--- src/sv/lmsci_pkg.sv ---
`timescale 1ns / 1ps
// Shared types and constants for the latency mean / stddev / interval block.
// No dependencies.
package lmsci_pkg;

  localparam int SAMPLE_W = 24;   // widest saturated sample
  localparam int SUM_W    = 36;
  localparam int SQ_W     = 60;
  localparam int CNT_W    = 13;
  localparam int Z_W      = 12;
  localparam logic [Z_W-1:0] Z_RESET = 12'd502;  // 1.96 in Q4.8

  localparam int Q_DEPTH  = 4;

  // back end datapath widths
  localparam int MW       = 90;   // multiplicand / product / dividend
  localparam int MPW      = 45;   // multiplier
  localparam int DIVW     = 30;   // divisor and remainder
  localparam int RT_W     = 45;   // square root
  localparam int SQR_W    = 48;   // square root remainder
  localparam int DIV_STEPS = MW;
  localparam int SQ_STEPS  = MW / 2;
  localparam int DCNT_W   = $clog2(DIV_STEPS + 1);
  localparam int SCNT_W   = $clog2(SQ_STEPS + 1);

  localparam logic [33:0] HIGH_MAX = 34'h3_FFFF_FFFF;

  typedef struct packed {
    logic [SUM_W-1:0] sum;
    logic [SQ_W-1:0]  sumsq;
    logic [CNT_W-1:0] cnt;
  } acc_entry_t;

  typedef enum logic [3:0] {
    BK_IDLE,
    BK_MUL_NSQ,
    BK_MUL_SS,
    BK_MUL_NN,
    BK_DIV_MEAN,
    BK_DIV_VAR,
    BK_SQRT_SD,
    BK_MUL_ZS,
    BK_MUL_ZZ,
    BK_DIV_MRG,
    BK_SQRT_MRG,
    BK_OUT
  } bk_state_t;

endpackage

--- src/sv/lmsci_if.sv ---
`timescale 1ns / 1ps
// Valid/ready channel interfaces for samples and results.
// Depends on nothing but the port widths of the block.
interface lmsci_sample_if;
  logic        valid;
  logic        ready;
  logic [31:0] latency_ns;
  logic        last_sample;
  modport source (output valid, output latency_ns, output last_sample, input ready);
  modport sink   (input valid, input latency_ns, input last_sample, output ready);
endinterface

interface lmsci_result_if;
  logic               valid;
  logic               ready;
  logic [31:0]        mean_value;
  logic [31:0]        std_deviation;
  logic signed [33:0] interval_low;
  logic [33:0]        interval_high;
  logic [12:0]        sample_count;
  modport source (output valid, output mean_value, output std_deviation,
                  output interval_low, output interval_high, output sample_count,
                  input ready);
  modport sink   (input valid, input mean_value, input std_deviation,
                  input interval_low, input interval_high, input sample_count,
                  output ready);
endinterface

--- src/sv/latency_mean_stddev_interval_core.sv ---
`timescale 1ns / 1ps
// Latency statistics: one sample per cycle into the accumulating front end
// while the queue has room. Each closed set is worked in the back end by the
// bit-serial multiplier, three 90-step divisions and two 45-step square roots.
// A four-entry queue holds closed sets. Synchronous reset clears accumulators,
// queue and sequencer; z returns to 1.96.
module latency_mean_stddev_interval_core #(
  parameter int MAX_SAMPLES = 1024,
  parameter int SAMPLE_BITS = 24
) (
  input  logic                           clk,
  input  logic                           rst,
  lmsci_sample_if.sink                   sample_ch,
  lmsci_result_if.source                 result_ch,
  input  logic                           cfg_we,
  input  logic [lmsci_pkg::Z_W-1:0]      cfg_wdata
);
  import lmsci_pkg::*;

  logic       room;
  logic       push;
  acc_entry_t push_data;
  logic       q_valid;
  acc_entry_t q_data;
  logic       q_pop;
  logic [Z_W-1:0] z_factor;

  always_ff @(posedge clk) begin
    if (rst)         z_factor <= Z_RESET;
    else if (cfg_we) z_factor <= cfg_wdata;
  end

  lmsci_front #(
    .MAX_SAMPLES(MAX_SAMPLES),
    .SAMPLE_BITS(SAMPLE_BITS)
  ) u_front (
    .clk(clk), .rst(rst), .sample_ch(sample_ch), .room(room),
    .push(push), .push_data(push_data)
  );

  lmsci_queue u_queue (
    .clk(clk), .rst(rst), .push(push), .push_data(push_data), .pop(q_pop),
    .q_valid(q_valid), .q_data(q_data), .room(room)
  );

  lmsci_back u_back (
    .clk(clk), .rst(rst), .q_valid(q_valid), .q_data(q_data), .q_pop(q_pop),
    .z_factor(z_factor), .result_ch(result_ch)
  );

endmodule

--- src/sv/lmsci_queue.sv ---
`timescale 1ns / 1ps
// Small register queue of finished sample sets between front and back end.
// Depends on lmsci_pkg.
module lmsci_queue (
  input  logic                clk,
  input  logic                rst,
  input  logic                push,
  input  lmsci_pkg::acc_entry_t push_data,
  input  logic                pop,
  output logic                q_valid,
  output lmsci_pkg::acc_entry_t q_data,
  output logic                room
);
  import lmsci_pkg::*;

  localparam int AW = (Q_DEPTH > 1) ? $clog2(Q_DEPTH) : 1;
  localparam int CW = $clog2(Q_DEPTH + 1);

  acc_entry_t    mem [Q_DEPTH];
  logic [AW-1:0] wr_ptr;
  logic [AW-1:0] rd_ptr;
  logic [CW-1:0] count;

  function automatic logic [AW-1:0] ptr_inc(input logic [AW-1:0] p);
    if (p == AW'(Q_DEPTH - 1)) return '0;
    return p + AW'(1);
  endfunction

  assign q_valid = (count != '0);
  assign q_data  = mem[rd_ptr];
  // one set may still be in the front pipeline, so keep a slot spare
  assign room    = (count <= CW'(Q_DEPTH - 2));

  always_ff @(posedge clk) begin
    if (push) begin
      mem[wr_ptr] <= push_data;
    end
  end

  always_ff @(posedge clk) begin
    if (rst) begin
      wr_ptr <= '0;
      rd_ptr <= '0;
      count  <= '0;
    end else begin
      if (push) wr_ptr <= ptr_inc(wr_ptr);
      if (pop)  rd_ptr <= ptr_inc(rd_ptr);
      if (push && !pop)      count <= count + CW'(1);
      else if (!push && pop) count <= count - CW'(1);
    end
  end

endmodule

--- src/sv/lmsci_front.sv ---
`timescale 1ns / 1ps
// Front end: saturates samples, squares them and accumulates count, sum and
// sum of squares; on the last sample pushes the set to the queue. Uses lmsci_pkg.
module lmsci_front #(
  parameter int MAX_SAMPLES = 1024,
  parameter int SAMPLE_BITS = 24
) (
  input  logic                  clk,
  input  logic                  rst,
  lmsci_sample_if.sink          sample_ch,
  input  logic                  room,
  output logic                  push,
  output lmsci_pkg::acc_entry_t push_data
);
  import lmsci_pkg::*;

  localparam logic [SAMPLE_W-1:0] SAT_TOP =
    SAMPLE_W'((64'd1 << SAMPLE_BITS) - 64'd1);
  localparam logic [CNT_W-1:0] CNT_MAX = CNT_W'(MAX_SAMPLES);

  logic                  take;
  logic [SAMPLE_W-1:0]   sat;

  logic                  s1_valid;
  logic                  s1_last;
  logic [SAMPLE_W-1:0]   s1_s;
  logic [2*SAMPLE_W-1:0] s1_sq;

  logic [SUM_W-1:0]      acc_sum;
  logic [SQ_W-1:0]       acc_sq;
  logic [CNT_W-1:0]      acc_cnt;
  logic                  keep;
  logic [SUM_W-1:0]      sum_next;
  logic [SQ_W-1:0]       sq_next;
  logic [CNT_W-1:0]      cnt_next;

  // no request is taken while reset is held
  assign sample_ch.ready = room && !rst;
  assign take = sample_ch.valid && room && !rst;
  assign sat  = (sample_ch.latency_ns > {{(32-SAMPLE_W){1'b0}}, SAT_TOP}) ?
                SAT_TOP : sample_ch.latency_ns[SAMPLE_W-1:0];

  always_ff @(posedge clk) begin
    s1_s  <= sat;
    s1_sq <= sat * sat;
    s1_last <= sample_ch.last_sample;
  end

  always_ff @(posedge clk) begin
    if (rst) s1_valid <= 1'b0;
    else     s1_valid <= take;
  end

  // samples beyond the limit are dropped but a last flag still closes the set
  assign keep     = (acc_cnt < CNT_MAX);
  assign sum_next = keep ? acc_sum + SUM_W'(s1_s) : acc_sum;
  assign sq_next  = keep ? acc_sq + SQ_W'(s1_sq) : acc_sq;
  assign cnt_next = keep ? acc_cnt + CNT_W'(1) : acc_cnt;

  assign push            = s1_valid && s1_last;
  assign push_data.sum   = sum_next;
  assign push_data.sumsq = sq_next;
  assign push_data.cnt   = cnt_next;

  always_ff @(posedge clk) begin
    if (rst) begin
      acc_sum <= '0;
      acc_sq  <= '0;
      acc_cnt <= '0;
    end else if (s1_valid) begin
      if (s1_last) begin
        acc_sum <= '0;
        acc_sq  <= '0;
        acc_cnt <= '0;
      end else begin
        acc_sum <= sum_next;
        acc_sq  <= sq_next;
        acc_cnt <= cnt_next;
      end
    end
  end

endmodule

--- src/sv/lmsci_back.sv ---
`timescale 1ns / 1ps
// Back end: sequencer over a shift-add multiplier, restoring divider and
// restoring square root; forms mean, stddev and interval. Uses lmsci_pkg.
module lmsci_back (
  input  logic                  clk,
  input  logic                  rst,
  input  logic                  q_valid,
  input  lmsci_pkg::acc_entry_t q_data,
  output logic                  q_pop,
  input  logic [lmsci_pkg::Z_W-1:0] z_factor,
  lmsci_result_if.source        result_ch
);
  import lmsci_pkg::*;

  bk_state_t state, state_next;
  logic      load;
  logic      out_load;

  // operands of the set being worked on
  logic [SUM_W-1:0] op_sum;
  logic [CNT_W-1:0] op_n;

  // multiplier
  logic [MW-1:0]  m_cand;
  logic [MPW-1:0] m_plier;
  logic [MW-1:0]  m_prod;
  logic           mul_done;

  // divider
  logic [MW-1:0]     d_dvd;
  logic [DIVW-1:0]   d_den;
  logic [DIVW-1:0]   d_rem;
  logic [DCNT_W-1:0] d_cnt;
  logic [DIVW-1:0]   d_rem_sh;
  logic [DIVW:0]     d_diff;
  logic              div_done;

  // square root
  logic [MW-1:0]     s_rad;
  logic [SQR_W-1:0]  s_rem;
  logic [RT_W-1:0]   s_root;
  logic [SCNT_W-1:0] s_cnt;
  logic [SQR_W-1:0]  s_rem_sh;
  logic [SQR_W-1:0]  s_trial;
  logic              s_fit;
  logic              sqrt_done;

  // intermediate results
  logic [MW-1:0]   var_num;
  logic [DIVW-1:0] nn;
  logic [31:0]     mean;
  logic [31:0]     sdev;
  logic [RT_W-1:0] margin;

  logic [RT_W:0]   high_sum;
  logic [RT_W+1:0] low_diff;
  logic [33:0]     high_sat;
  logic [33:0]     low_sat;

  logic        res_valid;
  logic [31:0] res_mean;
  logic [31:0] res_sdev;
  logic [33:0] res_low;
  logic [33:0] res_high;
  logic [12:0] res_cnt;

  assign mul_done  = (m_plier == '0);
  assign div_done  = (d_cnt == '0);
  assign sqrt_done = (s_cnt == '0);

  assign d_rem_sh = {d_rem[DIVW-2:0], d_dvd[MW-1]};
  assign d_diff   = {1'b0, d_rem_sh} - {1'b0, d_den};
  assign s_rem_sh = {s_rem[SQR_W-3:0], s_rad[MW-1:MW-2]};
  assign s_trial  = SQR_W'({s_root, 2'b01});
  assign s_fit    = (s_rem_sh >= s_trial);

  always_comb begin
    state_next = state;
    unique case (state)
      BK_IDLE:     if (q_valid)   state_next = BK_MUL_NSQ;
      BK_MUL_NSQ:  if (mul_done)  state_next = BK_MUL_SS;
      BK_MUL_SS:   if (mul_done)  state_next = BK_MUL_NN;
      BK_MUL_NN:   if (mul_done)  state_next = BK_DIV_MEAN;
      BK_DIV_MEAN: if (div_done)  state_next = BK_DIV_VAR;
      BK_DIV_VAR:  if (div_done)  state_next = BK_SQRT_SD;
      BK_SQRT_SD:  if (sqrt_done) state_next = BK_MUL_ZS;
      BK_MUL_ZS:   if (mul_done)  state_next = BK_MUL_ZZ;
      BK_MUL_ZZ:   if (mul_done)  state_next = BK_DIV_MRG;
      BK_DIV_MRG:  if (div_done)  state_next = BK_SQRT_MRG;
      BK_SQRT_MRG: if (sqrt_done) state_next = BK_OUT;
      BK_OUT:      if (!res_valid || result_ch.ready) state_next = BK_IDLE;
      default:     state_next = BK_IDLE;
    endcase
  end

  always_comb begin
    q_pop    = (state == BK_IDLE) && q_valid;
    out_load = (state == BK_OUT) && (!res_valid || result_ch.ready);
    load     = (state_next != state);
  end

  always_ff @(posedge clk) begin
    if (rst) state <= BK_IDLE;
    else     state <= state_next;
  end

  // unit stepping; a load for the next state overrides
  always_ff @(posedge clk) begin
    if (!mul_done) begin
      if (m_plier[0]) m_prod <= m_prod + m_cand;
      m_cand  <= {m_cand[MW-2:0], 1'b0};
      m_plier <= {1'b0, m_plier[MPW-1:1]};
    end
    if (!div_done) begin
      if (!d_diff[DIVW]) d_rem <= d_diff[DIVW-1:0];
      else               d_rem <= d_rem_sh;
      d_dvd <= {d_dvd[MW-2:0], !d_diff[DIVW]};
      d_cnt <= d_cnt - DCNT_W'(1);
    end
    if (!sqrt_done) begin
      s_rem  <= s_fit ? s_rem_sh - s_trial : s_rem_sh;
      s_root <= {s_root[RT_W-2:0], s_fit};
      s_rad  <= {s_rad[MW-3:0], 2'b00};
      s_cnt  <= s_cnt - SCNT_W'(1);
    end

    if (load) begin
      unique case (state_next)
        BK_MUL_NSQ: begin
          m_cand <= MW'(q_data.sumsq); m_plier <= MPW'(q_data.cnt); m_prod <= '0;
        end
        BK_MUL_SS: begin
          m_cand <= MW'(op_sum); m_plier <= MPW'(op_sum); m_prod <= '0;
        end
        BK_MUL_NN: begin
          m_cand <= MW'(op_n); m_plier <= MPW'(op_n); m_prod <= '0;
        end
        BK_DIV_MEAN: begin
          d_dvd <= MW'({op_sum, 8'h00}); d_den <= DIVW'(op_n);
          d_rem <= '0; d_cnt <= DCNT_W'(DIV_STEPS);
        end
        BK_DIV_VAR: begin
          d_dvd <= {var_num[MW-17:0], 16'h0000}; d_den <= nn;
          d_rem <= '0; d_cnt <= DCNT_W'(DIV_STEPS);
        end
        BK_SQRT_SD, BK_SQRT_MRG: begin
          s_rad <= d_dvd; s_rem <= '0; s_root <= '0; s_cnt <= SCNT_W'(SQ_STEPS);
        end
        BK_MUL_ZS: begin
          m_cand <= MW'(s_root[31:0]); m_plier <= MPW'(z_factor); m_prod <= '0;
        end
        BK_MUL_ZZ: begin
          m_cand <= m_prod; m_plier <= m_prod[MPW-1:0]; m_prod <= '0;
        end
        BK_DIV_MRG: begin
          d_dvd <= m_prod; d_den <= DIVW'({op_n, 16'h0000});
          d_rem <= '0; d_cnt <= DCNT_W'(DIV_STEPS);
        end
        default: begin
        end
      endcase
    end
  end

  always_ff @(posedge clk) begin
    if (q_pop) begin
      op_sum <= q_data.sum;
      op_n   <= q_data.cnt;
    end
    if (load) begin
      unique case (state)
        BK_MUL_NSQ:  var_num <= m_prod;
        BK_MUL_SS:   var_num <= var_num - m_prod;
        BK_MUL_NN:   nn      <= m_prod[DIVW-1:0];
        BK_DIV_MEAN: mean    <= d_dvd[31:0];
        BK_SQRT_SD:  sdev    <= s_root[31:0];
        BK_SQRT_MRG: margin  <= s_root;
        default: begin
        end
      endcase
    end
  end

  // interval with saturation at both ends
  assign high_sum = (RT_W+1)'(mean) + (RT_W+1)'(margin);
  assign low_diff = (RT_W+2)'(mean) - (RT_W+2)'(margin);
  assign high_sat = (high_sum > (RT_W+1)'(HIGH_MAX)) ? HIGH_MAX : high_sum[33:0];
  assign low_sat  = ($signed(low_diff) < -$signed((RT_W+2)'(64'd1 << 33))) ?
                    {1'b1, 33'd0} : low_diff[33:0];

  always_ff @(posedge clk) begin
    if (out_load) begin
      res_mean <= mean;
      res_sdev <= sdev;
      res_low  <= low_sat;
      res_high <= high_sat;
      res_cnt  <= op_n;
    end
  end

  always_ff @(posedge clk) begin
    if (rst)                        res_valid <= 1'b0;
    else if (out_load)              res_valid <= 1'b1;
    else if (result_ch.ready)       res_valid <= 1'b0;
  end

  assign result_ch.valid         = res_valid;
  assign result_ch.mean_value    = res_mean;
  assign result_ch.std_deviation = res_sdev;
  assign result_ch.interval_low  = $signed(res_low);
  assign result_ch.interval_high = res_high;
  assign result_ch.sample_count  = res_cnt;

  a_start_needs_set: assert property (@(posedge clk) disable iff (rst)
    (state == BK_IDLE && state_next != BK_IDLE) |-> q_valid)
    else $error("back end started without a queued set");

  a_load_shows: assert property (@(posedge clk) disable iff (rst)
    out_load |=> res_valid)
    else $error("result not presented after load");

  a_low_le_high: assert property (@(posedge clk) disable iff (rst)
    out_load |=> ($signed({1'b0, res_high}) >= $signed({res_low[33], res_low})))
    else $error("interval bounds out of order");

endmodule

--- src/flat_wrapper.sv ---
// flat-port wrapper written by rule: the top's interface ports become plain ports
module latency_mean_stddev_interval_core_flat import lmsci_pkg::*;
#(
  parameter int MAX_SAMPLES = 1024,
  parameter int SAMPLE_BITS = 24
)
  (clk, rst, cfg_we, cfg_wdata, sample_ch_valid, sample_ch_latency_ns, sample_ch_last_sample, sample_ch_ready, result_ch_valid, result_ch_mean_value, result_ch_std_deviation, result_ch_interval_low, result_ch_interval_high, result_ch_sample_count, result_ch_ready);
  lmsci_sample_if sample_ch_i ();
  lmsci_result_if result_ch_i ();
  input  logic clk;
  input  logic rst;
  input  logic cfg_we;
  input  logic [lmsci_pkg::Z_W-1:0] cfg_wdata;
  input wire logic [$bits(sample_ch_i.valid)-1:0] sample_ch_valid;
  input wire logic [$bits(sample_ch_i.latency_ns)-1:0] sample_ch_latency_ns;
  input wire logic [$bits(sample_ch_i.last_sample)-1:0] sample_ch_last_sample;
  output wire logic [$bits(sample_ch_i.ready)-1:0] sample_ch_ready;
  output wire logic [$bits(result_ch_i.valid)-1:0] result_ch_valid;
  output wire logic [$bits(result_ch_i.mean_value)-1:0] result_ch_mean_value;
  output wire logic [$bits(result_ch_i.std_deviation)-1:0] result_ch_std_deviation;
  output wire logic [$bits(result_ch_i.interval_low)-1:0] result_ch_interval_low;
  output wire logic [$bits(result_ch_i.interval_high)-1:0] result_ch_interval_high;
  output wire logic [$bits(result_ch_i.sample_count)-1:0] result_ch_sample_count;
  input wire logic [$bits(result_ch_i.ready)-1:0] result_ch_ready;
  assign sample_ch_i.valid = sample_ch_valid;
  assign sample_ch_i.latency_ns = sample_ch_latency_ns;
  assign sample_ch_i.last_sample = sample_ch_last_sample;
  assign sample_ch_ready = sample_ch_i.ready;
  assign result_ch_valid = result_ch_i.valid;
  assign result_ch_mean_value = result_ch_i.mean_value;
  assign result_ch_std_deviation = result_ch_i.std_deviation;
  assign result_ch_interval_low = result_ch_i.interval_low;
  assign result_ch_interval_high = result_ch_i.interval_high;
  assign result_ch_sample_count = result_ch_i.sample_count;
  assign result_ch_i.ready = result_ch_ready;
  latency_mean_stddev_interval_core #(.MAX_SAMPLES(MAX_SAMPLES), .SAMPLE_BITS(SAMPLE_BITS)) u_core (.clk(clk), .rst(rst), .sample_ch(sample_ch_i), .result_ch(result_ch_i), .cfg_we(cfg_we), .cfg_wdata(cfg_wdata));
endmodule
--- config.mk ---
export PLATFORM = sky130hd
export DESIGN_NAME = latency_mean_stddev_interval_core_flat
export DESIGN_NICKNAME = d
export VERILOG_FILES = /design/src/sv/lmsci_pkg.sv /design/src/sv/lmsci_if.sv /design/src/sv/latency_mean_stddev_interval_core.sv /design/src/sv/lmsci_queue.sv /design/src/sv/lmsci_front.sv /design/src/sv/lmsci_back.sv /design/src/flat_wrapper.sv
export SDC_FILE = /design/constraint.sdc
export NUM_CORES = 2
export LEC_CHECK = 0
export BUFFER_PORTS_ARGS = -buffer_cell sky130_fd_sc_hd__buf_4
export CAP_MARGIN = 20
export CORE_ASPECT_RATIO = 0.7
export CORE_UTILIZATION = 45
export CTS_BUF_LIST = sky130_fd_sc_hd__clkbuf_4
export CTS_CLUSTER_DIAMETER = 120
export DETAILED_ROUTE_END_ITERATION = 10
export PLACE_DENSITY_LB_ADDON = 0.2
export SETUP_SLACK_MARGIN = 0.15
export SKIP_LAST_GASP = 1
export SYNTH_ARGS = -nofsm -noshare
export SYNTH_HDL_FRONTEND = slang
export SYNTH_SLANG_ARGS = --single-unit
--- constraint.sdc ---
create_clock -name clk -period 11.7 [get_ports clk]
set_input_delay 1.755 -clock clk [delete_from_list [all_inputs] [get_ports clk]]
set_output_delay 1.755 -clock clk [all_outputs]
set_load 0.02 [all_outputs]
==> results.yml <==
worst_setup_path:
  ff2ff_path_depth: 13
  cp.arrival_ns: 10.98
  cp.required_ns: 12.75
  crit_type: "input pin to register"
  cpMostUsedCell: "fa_1"
  crit_fanout: 16
  end_kind: "register"
  worst_path_max_delay_cell: "inv_1"
  rrSetupSlack_ns: 4.79
  r2r_start: "u_core.u_back.m_plier[0]$_DFF_P_"
  rr_endpoint: "u_core.u_back.d_dvd[75]$_DFF_P_"
  cp-start-kind: "input pin"
  slowest_delay_ns: 0.58
floorplanning:
  io_pins: 197
  die_h_um: 394
  core_area_mm2: 0.217
  placementRows: 143
  dieArea_mm2: 0.221
  initial_core_util_pct: 45.4
  die_w_um: 562
global_routing:
  track_usage_pct: 27.9
  grt_pass1_wl_mm: 471
  antenna_found_initial: 22
  grt_max_degree: 146
  grt_overflow_total: 0
  grt_pass1_vias: 73764
clock_tree:
  clock_path_buffers: 4
  clk_latency_ns: 1.29
  cts_sinks: 1618
  clockRootBuffer: "clkbuf_4"
  cts_resized: 0
  cts_setup_buffers: 0
  hold_buffers: 0
  cts_tree: "built"
  clkTransAtPathRegs_ns: 0.06
  h-tree-depth: 5
  numCtsBuffers: 410
final_layout:
  layout_commonest_cell: "nand2_1"
  drive_above_1_share_pct: 11.7
  syn_to_final_growth_pct: 10.1
  final_cell_mix: "nand2_1 (1004), inv_1 (921), edfxtp_1 (873)"
  n_fill_cell: 20131
  final_area_mm2: 0.109
  finalNetCount: 11131
  finish.utilization_pct: 49.9
place:
  pre_cts_ws_ns: 0.762
  routabilityCongestion: 0.997
  portBuffers: 196
  place.detailed.hpwl_mm: 233
  place_area_mm2: 0.103
timing:
  worstMarginPinSlew_ns: 1.58
  rsz0062_at_grt: "no"
  final.setup.tns_ns: 0
  clock_skew_ns: 0.168
  period_needed_ns: 9.93
  drv_slew: 2
  setup_slack_ns: 1.77
  hold_viol_final: 0
  finalSetupViolations: 0
  timing.final.crit_share_pct: 84.9
  fmax_mhz: 101
  slew_headroom_pct: -5.12
synthesis:
  synth-edff-count: 873
  syn_area_mm2: 0.0986
  synth_top_area_share_pct: 26.6
  yosys_warnings: 0
  yosysUniqueCellTypes: 103
  syn-num-nets: 10899
  syn_inst: 9868
  netlist_top_cells_area: "edfxtp_1 (27%), dfxtp_1 (15%), fa_1 (8.7%)"
  synth_flop_cell: "edfxtp_1"
  synth-seq-area-share_pct: 41.7
  avgSynthCellArea_um2: 10.0
  synth_seq_cells: 1618
  post-synth-top-area-cell: "edfxtp_1"
  synthArstFlopShare_pct: 0
pwr:
  switchingPower_mw: 9.75
  power.share.sequential_pct: 36.9
  p_int_mw: 13.6
  irDropWorstVdd_v: 0.000213
  p_per_area_mw_per_mm2: 215
  p_sw_share_pct: 41.8
  clkPwrFrac_pct: 21.8
  p_leak_nw: 45.5
  power.share.combinational_pct: 41.3
outcome:
  violations: "design-rule violations, max-slew violations"
  status: "finished, violations left"
route:
  drc_errors: 2
  via_per_inst: 5.81
  dr.pass1.iters: 11
  vias: 77589
  wl_per_cell_um: 23.5
  drt-initial-drc-count: 8460
  postRouteAntennaNets: 0
  totalWireLength_mm: 314
hold_path:
  min_to: "u_core.u_back.result_ch.std_deviation[28]$_DFFE_PP_"
  hp-class: "register to register"
  whs_path_depth: 0
  min_from: "u_core.u_back.sdev[28]$_DFFE_PP_"
flow_run:
  cap_violations: 0
==> synth_stat cells, types with 66 or more instances <==
master	n
nand4_1	91
a31oi_1	137
nor3_1	99
mux2i_1	314
ha_1	552
a221oi_1	89
mux4_2	109
and3_1	124
a22oi_1	134
dfxtp_1	745
xnor2_1	252
o21ai_0	453
fa_1	429
a21o_1	263
a21oi_1	694
nor2b_1	89
a211oi_1	66
edfxtp_1	873
nor2_1	760
xor2_1	168
nand2_1	1004
clkbuf_1	420
inv_1	922
nand3_1	136
==> worst max-delay path: cells and delay by family <==
family	cells	cell delay, ns
adder cells (fa/ha/maj)	8	3.75
AO/OA/AOI/OAI	9	2.72
AND/OR/NAND/NOR	6	1.37
buffers and inverters	7	1.17
multiplexers	1	0.21
==> cells by family after synthesis <==
logic type | after synthesis | synth area share (%)
multiplexers | 438 | 5.85
adder cells (fa/ha/maj) | 981 | 15.7
XOR/XNOR | 420 | 3.73
buffers and inverters | 1450 | 5.60
AO/OA/AOI/OAI | 2350 | 15.4
flip-flops | 1618 | 41.7
AND/OR/NAND/NOR | 2611 | 12.0
==> metrics by stage <==
step	std cells	total power [mW]	hold slack (ns)
floorplan	9868	14.9	0.400
global placement	12584	17.9	0.403
detailed placement	12585	18.0	0.405
CTS	13348	23.2	0.410
global route	13353	24.7	0.406
finish	13356	23.3	0.408
==> power by group through the flow <==
| stage | clock [mW] | combinational [mW] | sequential (mW) |
|---|---|---|---|
| after floorplan | 0 | 7.02 | 7.86 |
| after global placement | 0 | 9.26 | 8.61 |
| after detailed placement | 0 | 9.38 | 8.62 |
| after CTS | 5.21 | 9.44 | 8.50 |
| after global routing | 5.51 | 10.6 | 8.63 |
| final | 5.09 | 9.64 | 8.60 |
==> area by class of cell <==
cell class              count  area [um2]  share of cell area [%]
diodes                      5        12.5                  0.0115
flip-flops and latches   1618       41100                    37.9
clock buffers             611        4590                    4.22
repair buffers            339        2590                    2.39
inverters                 931        3500                    3.22
well taps                2900        3630                    3.34
clock inverters           152         896                   0.825
multi-input cells        6800       52200                    48.1
==> layer usage <==
layer / part of all wire (%) / track usage, % / routed length [um]
met5: 0.022 / 0 / 69
met4: 2.1 / 6.54 / 6630
met3: 11 / 7.48 / 34100
met2: 38 / 36.4 / 120000
met1: 49 / 44.5 / 153000
==> how the worst max path moves through the flow <==
| stage | startpoint | depth (start not counted) | slack (ns) | endpoint |
|---|---|---|---|---|
| 3_5_place_dp | sample_ch_latency_ns[29] | 31 | 0.76 | u_core.u_front.s1_sq[44]$_DFF_P_ |
| 5_1_grt | sample_ch_latency_ns[29] | 31 | 1.43 | u_core.u_front.s1_sq[44]$_DFF_P_ |
| 4_1_cts | sample_ch_latency_ns[29] | 31 | 2.09 | u_core.u_front.s1_sq[44]$_DFF_P_ |
| 3_3_place_gp | sample_ch_latency_ns[27] | 31 | 0.87 | u_core.u_front.s1_sq[44]$_DFF_P_ |
| 6_report | sample_ch_latency_ns[29] | 31 | 1.77 | u_core.u_front.s1_sq[44]$_DFF_P_ |
| 2_1_floorplan | sample_ch_latency_ns[29] | 30 | 2.13 | u_core.u_front.s1_sq[47]$_DFF_P_ |
==> sequential cells by signal, indices dropped and copies added, names as in the netlist, 47 cells and up, named ones only <==
name / cells
u_core.u_queue.mem: 436
u_core.u_back.m_prod: 90
u_core.u_front.s1_sq: 47
u_core.u_back.d_dvd: 90
u_core.u_back.s_rad: 90
u_core.u_front.acc_sq: 60
u_core.u_back.m_cand: 90
u_core.u_back.var_num: 74
Note: power is estimated with default switching activity, not from simulation.
